[src/sv/kot_pkg.sv]
package kot_pkg;

    // field widths
    localparam int CH_WIDTH   = 8;
    localparam int CODE_WIDTH = 5;

    // lookahead window at the queue head: the head byte plus the bytes after it
    localparam int LOOKAHEAD_DEPTH = 4;
    localparam int WIN_DEPTH       = LOOKAHEAD_DEPTH + 1;

    // shift queue between front and back
    localparam int QUEUE_DEPTH = 8;
    localparam int Q_IDX_W     = $clog2(QUEUE_DEPTH);
    localparam int Q_CNT_W     = $clog2(QUEUE_DEPTH + 1);

    // keyword lengths and the count of bytes still to send after the first
    localparam int KW_BEGIN_LEN = 5;
    localparam int KW_END_LEN   = 3;
    localparam int KW_LEFT_W    = 3;

    // token codes
    localparam logic [CODE_WIDTH-1:0] CODE_ERROR  = 5'd0;
    localparam logic [CODE_WIDTH-1:0] CODE_BEGIN  = 5'd1;
    localparam logic [CODE_WIDTH-1:0] CODE_END    = 5'd2;
    localparam logic [CODE_WIDTH-1:0] CODE_IDENT  = 5'd10;
    localparam logic [CODE_WIDTH-1:0] CODE_NUMBER = 5'd11;
    localparam logic [CODE_WIDTH-1:0] CODE_PLUS   = 5'd13;
    localparam logic [CODE_WIDTH-1:0] CODE_MINUS  = 5'd14;
    localparam logic [CODE_WIDTH-1:0] CODE_STAR   = 5'd15;
    localparam logic [CODE_WIDTH-1:0] CODE_SLASH  = 5'd16;
    localparam logic [CODE_WIDTH-1:0] CODE_SEMI   = 5'd17;
    localparam logic [CODE_WIDTH-1:0] CODE_EQ     = 5'd18;
    localparam logic [CODE_WIDTH-1:0] CODE_LT     = 5'd19;
    localparam logic [CODE_WIDTH-1:0] CODE_NE     = 5'd20;
    localparam logic [CODE_WIDTH-1:0] CODE_LE     = 5'd21;
    localparam logic [CODE_WIDTH-1:0] CODE_GT     = 5'd22;
    localparam logic [CODE_WIDTH-1:0] CODE_GE     = 5'd23;
    localparam logic [CODE_WIDTH-1:0] CODE_LPAR   = 5'd24;
    localparam logic [CODE_WIDTH-1:0] CODE_RPAR   = 5'd25;
    localparam logic [CODE_WIDTH-1:0] CODE_HASH   = 5'd26;

    // character codes
    localparam logic [CH_WIDTH-1:0] CHAR_NL    = 8'h0A;
    localparam logic [CH_WIDTH-1:0] CHAR_SPACE = 8'h20;
    localparam logic [CH_WIDTH-1:0] CHAR_HASH  = 8'h23;
    localparam logic [CH_WIDTH-1:0] CHAR_LPAR  = 8'h28;
    localparam logic [CH_WIDTH-1:0] CHAR_RPAR  = 8'h29;
    localparam logic [CH_WIDTH-1:0] CHAR_STAR  = 8'h2A;
    localparam logic [CH_WIDTH-1:0] CHAR_PLUS  = 8'h2B;
    localparam logic [CH_WIDTH-1:0] CHAR_MINUS = 8'h2D;
    localparam logic [CH_WIDTH-1:0] CHAR_SLASH = 8'h2F;
    localparam logic [CH_WIDTH-1:0] CHAR_SEMI  = 8'h3B;
    localparam logic [CH_WIDTH-1:0] CHAR_LT    = 8'h3C;
    localparam logic [CH_WIDTH-1:0] CHAR_EQ    = 8'h3D;
    localparam logic [CH_WIDTH-1:0] CHAR_GT    = 8'h3E;
    localparam logic [CH_WIDTH-1:0] CHAR_B     = 8'h62;
    localparam logic [CH_WIDTH-1:0] CHAR_D     = 8'h64;
    localparam logic [CH_WIDTH-1:0] CHAR_E     = 8'h65;
    localparam logic [CH_WIDTH-1:0] CHAR_G     = 8'h67;
    localparam logic [CH_WIDTH-1:0] CHAR_I     = 8'h69;
    localparam logic [CH_WIDTH-1:0] CHAR_N     = 8'h6E;

    // one classified byte as it waits in the queue
    typedef struct packed {
        logic [CH_WIDTH-1:0]   ch;
        logic                  eol;
        logic                  is_digit;
        logic                  is_letter;
        logic                  is_skip;
        logic [CODE_WIDTH-1:0] op_code;
    } char_entry_t;

    // queue status seen by front and back
    typedef struct packed {
        logic [Q_CNT_W-1:0] count;
        logic               full;
    } q_stat_t;

endpackage

[src/sv/kot_front.sv]
module kot_front import kot_pkg::*; (
    input  logic                s_tvalid,
    output logic                s_tready,
    input  logic [CH_WIDTH-1:0] s_tdata,
    input  logic                s_tlast,
    input  q_stat_t             q_stat,
    output logic                push,
    output char_entry_t         push_entry
);

    // one-character operator code, error code for anything else
    function automatic logic [CODE_WIDTH-1:0] single_op(input logic [CH_WIDTH-1:0] c);
        logic [CODE_WIDTH-1:0] code;
        unique case (c)
            CHAR_PLUS:  code = CODE_PLUS;
            CHAR_MINUS: code = CODE_MINUS;
            CHAR_STAR:  code = CODE_STAR;
            CHAR_SLASH: code = CODE_SLASH;
            CHAR_SEMI:  code = CODE_SEMI;
            CHAR_EQ:    code = CODE_EQ;
            CHAR_LT:    code = CODE_LT;
            CHAR_GT:    code = CODE_GT;
            CHAR_LPAR:  code = CODE_LPAR;
            CHAR_RPAR:  code = CODE_RPAR;
            CHAR_HASH:  code = CODE_HASH;
            default:    code = CODE_ERROR;
        endcase
        return code;
    endfunction

    // accept a request whenever the queue has room
    assign s_tready = !q_stat.full;
    assign push     = s_tvalid && s_tready;

    // classify the byte on the way in
    always_comb begin
        push_entry.ch        = s_tdata;
        push_entry.eol       = s_tlast;
        push_entry.is_digit  = (s_tdata >= 8'h30) && (s_tdata <= 8'h39);
        push_entry.is_letter = ((s_tdata >= 8'h61) && (s_tdata <= 8'h7A))
                            || ((s_tdata >= 8'h41) && (s_tdata <= 8'h5A));
        push_entry.is_skip   = (s_tdata == CHAR_SPACE) || (s_tdata == CHAR_NL);
        push_entry.op_code   = single_op(s_tdata);
    end

endmodule

[src/sv/kot_queue.sv]
module kot_queue import kot_pkg::*; (
    input  logic                          aclk,
    input  logic                          aresetn,
    input  logic                          push,
    input  char_entry_t                   push_entry,
    input  logic                          pop,
    output q_stat_t                       q_stat,
    output char_entry_t [WIN_DEPTH-1:0]   win
);

    char_entry_t          entries_reg  [QUEUE_DEPTH];
    char_entry_t          entries_next [QUEUE_DEPTH];
    logic [Q_CNT_W-1:0]   count_reg;
    logic [Q_CNT_W-1:0]   count_next;
    logic [Q_CNT_W-1:0]   count_after_pop;

    // shift down on pop, write behind the last kept entry on push
    always_comb begin
        count_after_pop = count_reg - Q_CNT_W'(pop);
        for (int i = 0; i < QUEUE_DEPTH; i++) begin
            entries_next[i] = entries_reg[i];
        end
        if (pop) begin
            for (int i = 0; i < QUEUE_DEPTH - 1; i++) begin
                entries_next[i] = entries_reg[i + 1];
            end
        end
        if (push) begin
            entries_next[count_after_pop[Q_IDX_W-1:0]] = push_entry;
        end
        count_next = count_after_pop + Q_CNT_W'(push);
    end

    always_ff @(posedge aclk) begin
        for (int i = 0; i < QUEUE_DEPTH; i++) begin
            entries_reg[i] <= entries_next[i];
        end
    end

    always_ff @(posedge aclk) begin
        if (!aresetn) begin
            count_reg <= '0;
        end else begin
            count_reg <= count_next;
        end
    end

    // fixed taps at the head
    always_comb begin
        for (int i = 0; i < WIN_DEPTH; i++) begin
            win[i] = entries_reg[i];
        end
    end

    assign q_stat.count = count_reg;
    assign q_stat.full  = (count_reg == Q_CNT_W'(QUEUE_DEPTH));

    // occupancy never passes the depth
    a_count_bound: assert property (@(posedge aclk) disable iff (!aresetn)
        count_reg <= Q_CNT_W'(QUEUE_DEPTH))
        else $error("queue count above depth");

endmodule

[src/sv/kot_back.sv]
module kot_back import kot_pkg::*; (
    input  logic                          aclk,
    input  logic                          aresetn,
    input  q_stat_t                       q_stat,
    input  char_entry_t [WIN_DEPTH-1:0]   win,
    output logic                          pop,
    output logic                          m_tvalid,
    input  logic                          m_tready,
    output logic [CH_WIDTH-1:0]           m_tdata,
    output logic [CODE_WIDTH-1:0]         m_tuser,
    output logic                          m_tlast
);

    typedef enum logic [3:0] {
        ST_IDLE  = 4'b0001,
        ST_NUM   = 4'b0010,
        ST_IDENT = 4'b0100,
        ST_FIXED = 4'b1000
    } scan_state_t;

    scan_state_t           state_reg, state_next;
    logic [KW_LEFT_W-1:0]  left_reg, left_next;
    logic [CODE_WIDTH-1:0] code_reg, code_next;
    logic                  valid_reg, valid_next;
    logic [CH_WIDTH-1:0]   char_reg;
    logic [CODE_WIDTH-1:0] tok_reg;
    logic                  last_reg;

    char_entry_t           head, nxt;
    logic                  head_ok, next_ok, out_free;
    logic [3:0]            eol_at;
    logic                  is_b, is_e, kw_ready, kw_match, b_match, e_match;
    logic [CODE_WIDTH-1:0] dbl_code;
    logic                  num_last, id_last;
    logic                  ready, emit, e_last, fire;
    logic [CODE_WIDTH-1:0] e_code;

    assign head = win[0];
    assign nxt  = win[1];

    // what the window can already tell
    always_comb begin
        head_ok = (q_stat.count != '0);
        next_ok = head.eol || (q_stat.count >= Q_CNT_W'(2));
        for (int i = 0; i < 4; i++) begin
            eol_at[i] = (q_stat.count > Q_CNT_W'(i)) && win[i].eol;
        end
        is_b    = (head.ch == CHAR_B);
        is_e    = (head.ch == CHAR_E);
        b_match = (q_stat.count >= Q_CNT_W'(KW_BEGIN_LEN)) && (eol_at == 4'b0000)
               && (win[1].ch == CHAR_E) && (win[2].ch == CHAR_G)
               && (win[3].ch == CHAR_I) && (win[4].ch == CHAR_N);
        e_match = (q_stat.count >= Q_CNT_W'(KW_END_LEN)) && (eol_at[1:0] == 2'b00)
               && (win[1].ch == CHAR_N) && (win[2].ch == CHAR_D);
        kw_ready = is_b ? ((q_stat.count >= Q_CNT_W'(KW_BEGIN_LEN)) || (eol_at != 4'b0000))
                        : ((q_stat.count >= Q_CNT_W'(KW_END_LEN)) || (eol_at[1:0] != 2'b00));
        kw_match = is_b ? b_match : e_match;
        dbl_code = CODE_ERROR;
        if (!head.eol) begin
            priority if (head.ch == CHAR_LT && nxt.ch == CHAR_GT) begin
                dbl_code = CODE_NE;
            end else if (head.ch == CHAR_LT && nxt.ch == CHAR_EQ) begin
                dbl_code = CODE_LE;
            end else if (head.ch == CHAR_GT && nxt.ch == CHAR_EQ) begin
                dbl_code = CODE_GE;
            end else begin
                dbl_code = CODE_ERROR;
            end
        end
        num_last = head.eol || !nxt.is_digit;
        id_last  = head.eol || !(nxt.is_digit || nxt.is_letter);
    end

    // decide what the head byte does
    always_comb begin
        ready      = 1'b0;
        emit       = 1'b0;
        e_code     = CODE_ERROR;
        e_last     = 1'b1;
        state_next = state_reg;
        left_next  = left_reg;
        code_next  = code_reg;
        unique case (state_reg)
            ST_FIXED: begin
                ready     = 1'b1;
                emit      = 1'b1;
                e_code    = code_reg;
                e_last    = (left_reg == KW_LEFT_W'(1));
                left_next = left_reg - KW_LEFT_W'(1);
                if (e_last) begin
                    state_next = ST_IDLE;
                end
            end
            ST_NUM: begin
                ready  = next_ok;
                emit   = 1'b1;
                e_code = CODE_NUMBER;
                e_last = num_last;
                if (num_last) begin
                    state_next = ST_IDLE;
                end
            end
            ST_IDENT: begin
                ready  = next_ok;
                emit   = 1'b1;
                e_code = CODE_IDENT;
                e_last = id_last;
                if (id_last) begin
                    state_next = ST_IDLE;
                end
            end
            ST_IDLE: begin
                priority if (head.is_skip) begin
                    ready = 1'b1;
                end else if (is_b || is_e) begin
                    ready = kw_ready;
                    emit  = 1'b1;
                    if (kw_match) begin
                        e_code     = is_b ? CODE_BEGIN : CODE_END;
                        e_last     = 1'b0;
                        code_next  = e_code;
                        left_next  = is_b ? KW_LEFT_W'(KW_BEGIN_LEN - 1)
                                          : KW_LEFT_W'(KW_END_LEN - 1);
                        state_next = ST_FIXED;
                    end else begin
                        e_code     = CODE_IDENT;
                        e_last     = id_last;
                        state_next = id_last ? ST_IDLE : ST_IDENT;
                    end
                end else if (head.ch == CHAR_LT || head.ch == CHAR_GT) begin
                    ready = next_ok;
                    emit  = 1'b1;
                    if (dbl_code != CODE_ERROR) begin
                        e_code     = dbl_code;
                        e_last     = 1'b0;
                        code_next  = dbl_code;
                        left_next  = KW_LEFT_W'(1);
                        state_next = ST_FIXED;
                    end else begin
                        e_code = head.op_code;
                    end
                end else if (head.is_digit) begin
                    ready      = next_ok;
                    emit       = 1'b1;
                    e_code     = CODE_NUMBER;
                    e_last     = num_last;
                    state_next = num_last ? ST_IDLE : ST_NUM;
                end else if (head.is_letter) begin
                    ready      = next_ok;
                    emit       = 1'b1;
                    e_code     = CODE_IDENT;
                    e_last     = id_last;
                    state_next = id_last ? ST_IDLE : ST_IDENT;
                end else begin
                    // single operator, or error for anything unknown
                    ready  = 1'b1;
                    emit   = 1'b1;
                    e_code = head.op_code;
                end
            end
            default: begin
                state_next = ST_IDLE;
            end
        endcase
    end

    // consume the head byte when decided and, if it emits, when the output register can take it
    assign out_free = !valid_reg || m_tready;
    assign fire     = head_ok && ready && (!emit || out_free);
    assign pop      = fire;

    always_comb begin
        valid_next = valid_reg;
        if (fire && emit) begin
            valid_next = 1'b1;
        end else if (m_tready) begin
            valid_next = 1'b0;
        end
    end

    always_ff @(posedge aclk) begin
        if (!aresetn) begin
            state_reg <= ST_IDLE;
            valid_reg <= 1'b0;
        end else begin
            valid_reg <= valid_next;
            if (fire) begin
                state_reg <= state_next;
            end
        end
    end

    // payload of the scan and of the output register
    always_ff @(posedge aclk) begin
        if (fire) begin
            left_reg <= left_next;
            code_reg <= code_next;
        end
        if (fire && emit) begin
            char_reg <= head.ch;
            tok_reg  <= e_code;
            last_reg <= e_last;
        end
    end

    assign m_tvalid = valid_reg;
    assign m_tdata  = char_reg;
    assign m_tuser  = tok_reg;
    assign m_tlast  = last_reg;

    a_pop_nonempty: assert property (@(posedge aclk) disable iff (!aresetn)
        pop |-> (q_stat.count != '0))
        else $error("pop from empty queue");

    a_eol_to_idle: assert property (@(posedge aclk) disable iff (!aresetn)
        (pop && head.eol) |=> (state_reg == ST_IDLE))
        else $error("scan state carried past a line end");

    a_fixed_left: assert property (@(posedge aclk) disable iff (!aresetn)
        (state_reg == ST_FIXED) |-> (left_reg != '0))
        else $error("fixed token with nothing left to send");

endmodule

[src/sv/keyword_operator_tokenizer_core.sv]
// result: a byte's result is registered when it is popped from the queue head, once
// its lookahead is in and the output register can take it: up to 4 later bytes for "b" at
// token start, 2 for "e", 1 for runs, "<" and ">", or fewer when a line end comes first
// throughput: one byte per cycle, set by the one-byte-a-cycle scan at the head of the 8-entry
// queue, unless lookahead or an output stall holds it; the output register holds one result
// reset: aresetn low at a clock edge empties the queue, idles the scan, drops m_tvalid
module keyword_operator_tokenizer_core import kot_pkg::*; (
    input  logic                  aclk,
    input  logic                  aresetn,
    input  logic                  s_tvalid,
    output logic                  s_tready,
    input  logic [CH_WIDTH-1:0]   s_tdata,   // [7:0] ch
    input  logic                  s_tlast,
    output logic                  m_tvalid,
    input  logic                  m_tready,
    output logic [CH_WIDTH-1:0]   m_tdata,   // [7:0] text_char
    output logic [CODE_WIDTH-1:0] m_tuser,   // [4:0] token_code
    output logic                  m_tlast
);

    q_stat_t                     q_stat;
    logic                        push;
    logic                        pop;
    char_entry_t                 push_entry;
    char_entry_t [WIN_DEPTH-1:0] win;

    kot_front u_front (
        .s_tvalid   (s_tvalid),
        .s_tready   (s_tready),
        .s_tdata    (s_tdata),
        .s_tlast    (s_tlast),
        .q_stat     (q_stat),
        .push       (push),
        .push_entry (push_entry)
    );

    kot_queue u_queue (
        .aclk       (aclk),
        .aresetn    (aresetn),
        .push       (push),
        .push_entry (push_entry),
        .pop        (pop),
        .q_stat     (q_stat),
        .win        (win)
    );

    kot_back u_back (
        .aclk     (aclk),
        .aresetn  (aresetn),
        .q_stat   (q_stat),
        .win      (win),
        .pop      (pop),
        .m_tvalid (m_tvalid),
        .m_tready (m_tready),
        .m_tdata  (m_tdata),
        .m_tuser  (m_tuser),
        .m_tlast  (m_tlast)
    );

endmodule
[config.mk]
export PLATFORM = sky130hd
export DESIGN_NAME = keyword_operator_tokenizer_core
export DESIGN_NICKNAME = d
export VERILOG_FILES = /design/src/sv/kot_pkg.sv /design/src/sv/kot_front.sv /design/src/sv/kot_queue.sv /design/src/sv/kot_back.sv /design/src/sv/keyword_operator_tokenizer_core.sv
export SDC_FILE = /design/constraint.sdc
export NUM_CORES = 1
export LEC_CHECK = 0
export ABC_AREA = 0
export BUFFER_PORTS_ARGS = -buffer_cell sky130_fd_sc_hd__buf_2
export CAP_MARGIN = 20
export CORE_UTILIZATION = 59
export CTS_BUF_LIST = sky130_fd_sc_hd__clkbuf_16
export CTS_CLUSTER_DIAMETER = 200
export DETAILED_ROUTE_END_ITERATION = 8
export PLACE_DENSITY = 0.81
export SYNTH_ARGS = -nofsm -noshare
export SYNTH_HDL_FRONTEND = slang
export SYNTH_SLANG_ARGS = --single-unit
[constraint.sdc]
create_clock -name aclk -period 4 [get_ports aclk]
set_clock_uncertainty 0.1 [all_clocks]
set_input_delay 0 -clock aclk [delete_from_list [all_inputs] [get_ports aclk]]
set_output_delay 0 -clock aclk [all_outputs]
set_load 0.01 [all_outputs]
After elaboration in Yosys (flattened, before gate mapping)
Memory sizes are Yosys's and may differ from the RTL's.
Cells that the tools add are included.

cells by class
  $add $sub $neg = 3
  $lt $le $gt $ge = 15
  equality and inequality tests = 41
  multiplexer cells = 63
  bitwise operators = 2
  reduce and logical (&&, ||, !) cells = 55

operators with widths
  kind                                                                                 count
  136-bit bitwise mux                                                                  1
  136-bit two-way mux                                                                  1
  8-bit by 6-bit == test with 1-bit output, second input constant                      16
  119-bit two-way mux                                                                  1
  5-bit two-way mux                                                                    15
  8-bit by 7-bit == test with 1-bit output, second input constant                      8
  5-bit case mux with 11 select lines                                                  1
  17-bit demux with 3-bit select                                                       1
  4-bit two-way mux                                                                    10
  1-bit logical AND                                                                    23
  3-bit two-way mux                                                                    7
  5-bit case mux with 4 select lines                                                   1
  1-bit two-way mux                                                                    17
  17-bit two-way mux                                                                   1
  8-bit by 7-bit greater-or-equal comparator with 1-bit output, second input constant  2
  8-bit by 7-bit <= comparator with 1-bit output, second input constant                2
  4-bit case mux with 4 select lines                                                   1
  1-bit logical OR                                                                     12
  6-bit AND reduction                                                                  2
  2-bit nonzero test                                                                   5
  4-bit == test, second input constant                                                 2
  8-bit by 4-bit == test with 1-bit output, second input constant                      1
  4-bit by 2-bit greater-or-equal comparator with 1-bit output, second input constant  2
  8-bit by 6-bit greater-or-equal comparator with 1-bit output, second input constant  1
  other kinds (34)                                                                     46

word-level totals
  register bits = 31
  memory bits (writable) = 136
  logic and storage cells = 188
  memories = 1

memories
  name                 words  bits a word  read ports  clocked after Yosys merged registers in  write ports  line             source
  u_queue.entries_reg  8      17           8           0                                        8            kot_queue.sv:11  char_entry_t entries_reg [QUEUE_DEPTH];

Depth between registers and ports, before layout
  depth after elaboration = 18
  mapped depth = 17
  depth with buffers taken out = 15

Modules after synthesis
From an unflattened synthesis, not the netlist that was laid out.

unflattened totals
  cell total of the unflattened synthesis = 787
  area, all modules = 8677.1 µm²

by module, submodules not included
  module     instances  cells an instance  area an instance (µm²)
  kot_queue  1          507                6259.8
  kot_back   1          217                2057.0
  kot_front  1          63                 360.3

Worst setup path after synthesis
Ideal clock, no wire load.

  path type = register -> register
  from = memory u_queue.entries_reg[0][10] in the netlist's numbering
  to = memory u_queue.entries_reg[1][51] in the netlist's numbering, enable pin
  library setup time = 390 ps
  arrival time = 3124 ps
  required time = 3510 ps
  path slack = 386 ps
  cell stages (with the launch flop) = 13
  path buffers = 2
  clock period less this slack = 3614 ps
  cell sequence = dfxtp_1 > or3b_4 > a211o_1 > nand2_2 > o2111ai_2 > buf_6 > nand2_1 > inv_1 > ha_1 > clkbuf_1 > nor2b_1 > a21oi_1 > nor2_1

RTL lines
  item         line
  from (decl)  kot_queue.sv:11

==> results.sh <==
export IMPL_drv_cap=0
export IMPL_hold_path_class="in -> reg"
export IMPL_syn_avg_cell_area_sq_um=8.54
export IMPL_synth_edf_count=37
export IMPL_grt_first_pass_wirelength_mm=34.7
export IMPL_synth_xor_area_frac=0.00945
export IMPL_area_delta_synth_final_pct=10.3
export IMPL_diodes=0
export IMPL_grt_use_total=0.296
export IMPL_grt_overflow=0
export IMPL_coreArea_sq_um=13800
export IMPL_final_common_cell="dfxtp_1"
export IMPL_yosysSeqAreaShare=0.440
export IMPL_synth_compound_area_frac=0.329
export IMPL_syn_cell_area_sq_um=8340
export IMPL_fin_crit_sh=0.942
export IMPL_cts_buffer_depth=2
export IMPL_fp_dieH_microns=121
export IMPL_slew_violations=0
export IMPL_cp_arrival_ns=4.03
export IMPL_h_tree_depth=4
export IMPL_crit_type="reg -> reg"
export IMPL_worstPathMaxFanout=17
export IMPL_setup_viol=0
export IMPL_drt_total_wl_mm=21.0
export IMPL_final_layout_size_suffix_gt1_frac=0.105
export IMPL_vias_per_cell=6.55
export IMPL_gp_congestion=0.937
export IMPL_fill_cells=1138
export IMPL_synth_fp_nets=995
export IMPL_ys_warn_count=0
export IMPL_drtIter0Drc=889
export IMPL_dieWidth_microns=121
export IMPL_num_rows=43
export IMPL_ant_nets=0
export IMPL_cts_tree="yes"
export IMPL_synth_fa_ha_area_frac=0.00870
export IMPL_post_drt_wl_per_cell_microns=18.1
export IMPL_synth_seq_cells=165
export IMPL_nets=986
export IMPL_first_global_vias=6808
export IMPL_numCtsBuffers=17
export IMPL_clk_pin_slew_ns=0.06
export IMPL_outcome="complete, no violations"
export IMPL_port_buffers=28
export IMPL_io_pins=29
export IMPL_required_ns=4.26
export IMPL_synthArstFlopShare=0
export IMPL_clock_sinks=165
export IMPL_maxSlewHeadroom=0.310
export IMPL_clockRootBuffer="clkbuf_16"
export IMPL_grt_busiest_layer="met2"
export IMPL_fmax_mhz=265
export IMPL_grt_setup_unrepaired="true"
export IMPL_grt_met3_usage=0.0545
export IMPL_synthFlopType="dfxtp_1"
export IMPL_synth_simple_area_share=0.145
export IMPL_grt_max_degree=85
export IMPL_grt_use_met2=0.464
export IMPL_firstDrtPassIters=5
export IMPL_placed_cell_area_sq_um=8520
export IMPL_clkLatencyLatePin_ns=0.43
export IMPL_yosysUniqueCellTypes=74
export IMPL_fin_crit_ns=3.77
export IMPL_synth_top_family_by_area="compound AO/OA/AOI/OAI gates"
export IMPL_dpl_hpwl_mm=13.6
export IMPL_largest_register_ffs=136
export IMPL_hold_viol_final=0
export IMPL_die_area_sq_um=14600
export IMPL_netlist_instances=977
export IMPL_met1_usage=0.398
export IMPL_start_kind="flop"
export IMPL_yosys_mux_area_fraction=0.00360
export IMPL_via_count=7600
export IMPL_initial_core_util=0.603
export IMPL_drc=0
export IMPL_layout_common_cells="dfxtp_1, a31oi_1, o21ai_1, nor2_1, a21oi_1"
export IMPL_worst_slew_pin_slew_ns=1.03
export IMPL_antenna_found_initial=0
export IMPL_endpoint_kind="flop"
export IMPL_fin_area_sq_um=9200
area by class of cell:
class | instances | area, sq um | area share
multi-input cells | 697 | 4180 | 0.454
flip-flops and latches | 165 | 3670 | 0.399
repair buffers | 66 | 478 | 0.0519
clock buffers | 18 | 450 | 0.0489
well taps | 180 | 225 | 0.0245
clock inverters | 14 | 123 | 0.0133
inverters | 21 | 78.8 | 0.00856
Yosys cell counts, types with 4 or more instances:
cell type | n | area, sq um
dfxtp_1 | 128 | 2560
a31oi_1 | 122 | 763
o21ai_1 | 103 | 515
nor2_1 | 93 | 349
a21oi_1 | 83 | 415
a22oi_1 | 57 | 428
clkbuf_1 | 48 | 180
o21ai_0 | 43 | 215
edfxtp_1 | 37 | 1110
nand2_1 | 32 | 120
buf_2 | 28 | 140
inv_1 | 19 | 71.3
buf_4 | 15 | 113
nand3_1 | 12 | 60.1
nand2b_1 | 11 | 68.8
nor2b_1 | 9 | 56.3
and2_1 | 8 | 50.1
nor3_1 | 7 | 35.0
nor4_1 | 7 | 43.8
nand4_1 | 6 | 37.5
xnor2_1 | 6 | 52.6
ha_1 | 5 | 62.6
nor4bb_1 | 5 | 50.1
o31ai_1 | 5 | 37.5
or3_1 | 5 | 31.3
and3_1 | 4 | 25.0
o2bb2ai_1 | 4 | 35.0
metrics by stage:
step	util	hold slack, ns	instances	worst slack, ns	setup TNS, ns
floorplan	-	-0.00113	977	0.386	0
global placement	0.616	0.116	1118	0.423	0
detailed placement	0.616	0.117	1118	0.287	0
CTS	0.666	0.0316	1161	0.260	0
global route	0.666	0.0784	1161	-0.109	-1.70
finish	0.666	0.0571	1161	0.232	0
critical path, stage by stage, from the launching register on:
cell and delay (ns):
dfxtp_1 0.49, a2111oi_4 0.47, o2bb2ai_1 0.16, o211ai_1 0.34, o2111ai_4 0.17, nand2_1 0.11
inv_1 0.09, ha_1 0.25, xor2_1 0.19, nor2_1 0.15, a21oi_1 0.06, nor2_1 0.53
buf_4 0.33, a31oi_1 0.06, a22oi_1 0.18
final timing paths:
path	from	cells past startpoint	to	slack, ns
max reg2reg	u_queue.count_reg[2]$_SDFF_PN0_	14	u_queue.entries_reg[0][60]$_DFF_P_	0.23
max	u_queue.count_reg[2]$_SDFF_PN0_	14	u_queue.entries_reg[0][60]$_DFF_P_	0.23
min reg2reg	u_queue.entries_reg[1][35]$_DFF_P_	2	u_queue.entries_reg[1][35]$_DFF_P_	0.38
min	s_tvalid	4	u_queue.count_reg[0]$_SDFF_PN0_	0.06
per-layer routing:
metal	routed length, microns	vias to the layer above
met3	1360	55
met2	9990	319
met5	0	-
met4	523	0
met1	9120	3540
li1	-	3686
cells by family after synthesis:
logic type,Yosys count
AOI/OAI and AO/OA,451
xor gates and xnor gates,9
adders and majority gates,6
buffers and inverters,115
DFF,165
muxes,3
and+or+nand+nor,228
repair_timing:
item | in CTS | in global routing
setup buffers | 0 | 0
endpoints found under the hold margin | 67 | 0
hold buffers | 11 | 0
resized for setup | 0 | 0
setup endpoints to repair | 0 | 24
Power is left out: the tool's default activity adds up to more than one toggle a clock period on the data nets, which glitch-free logic cannot reach.
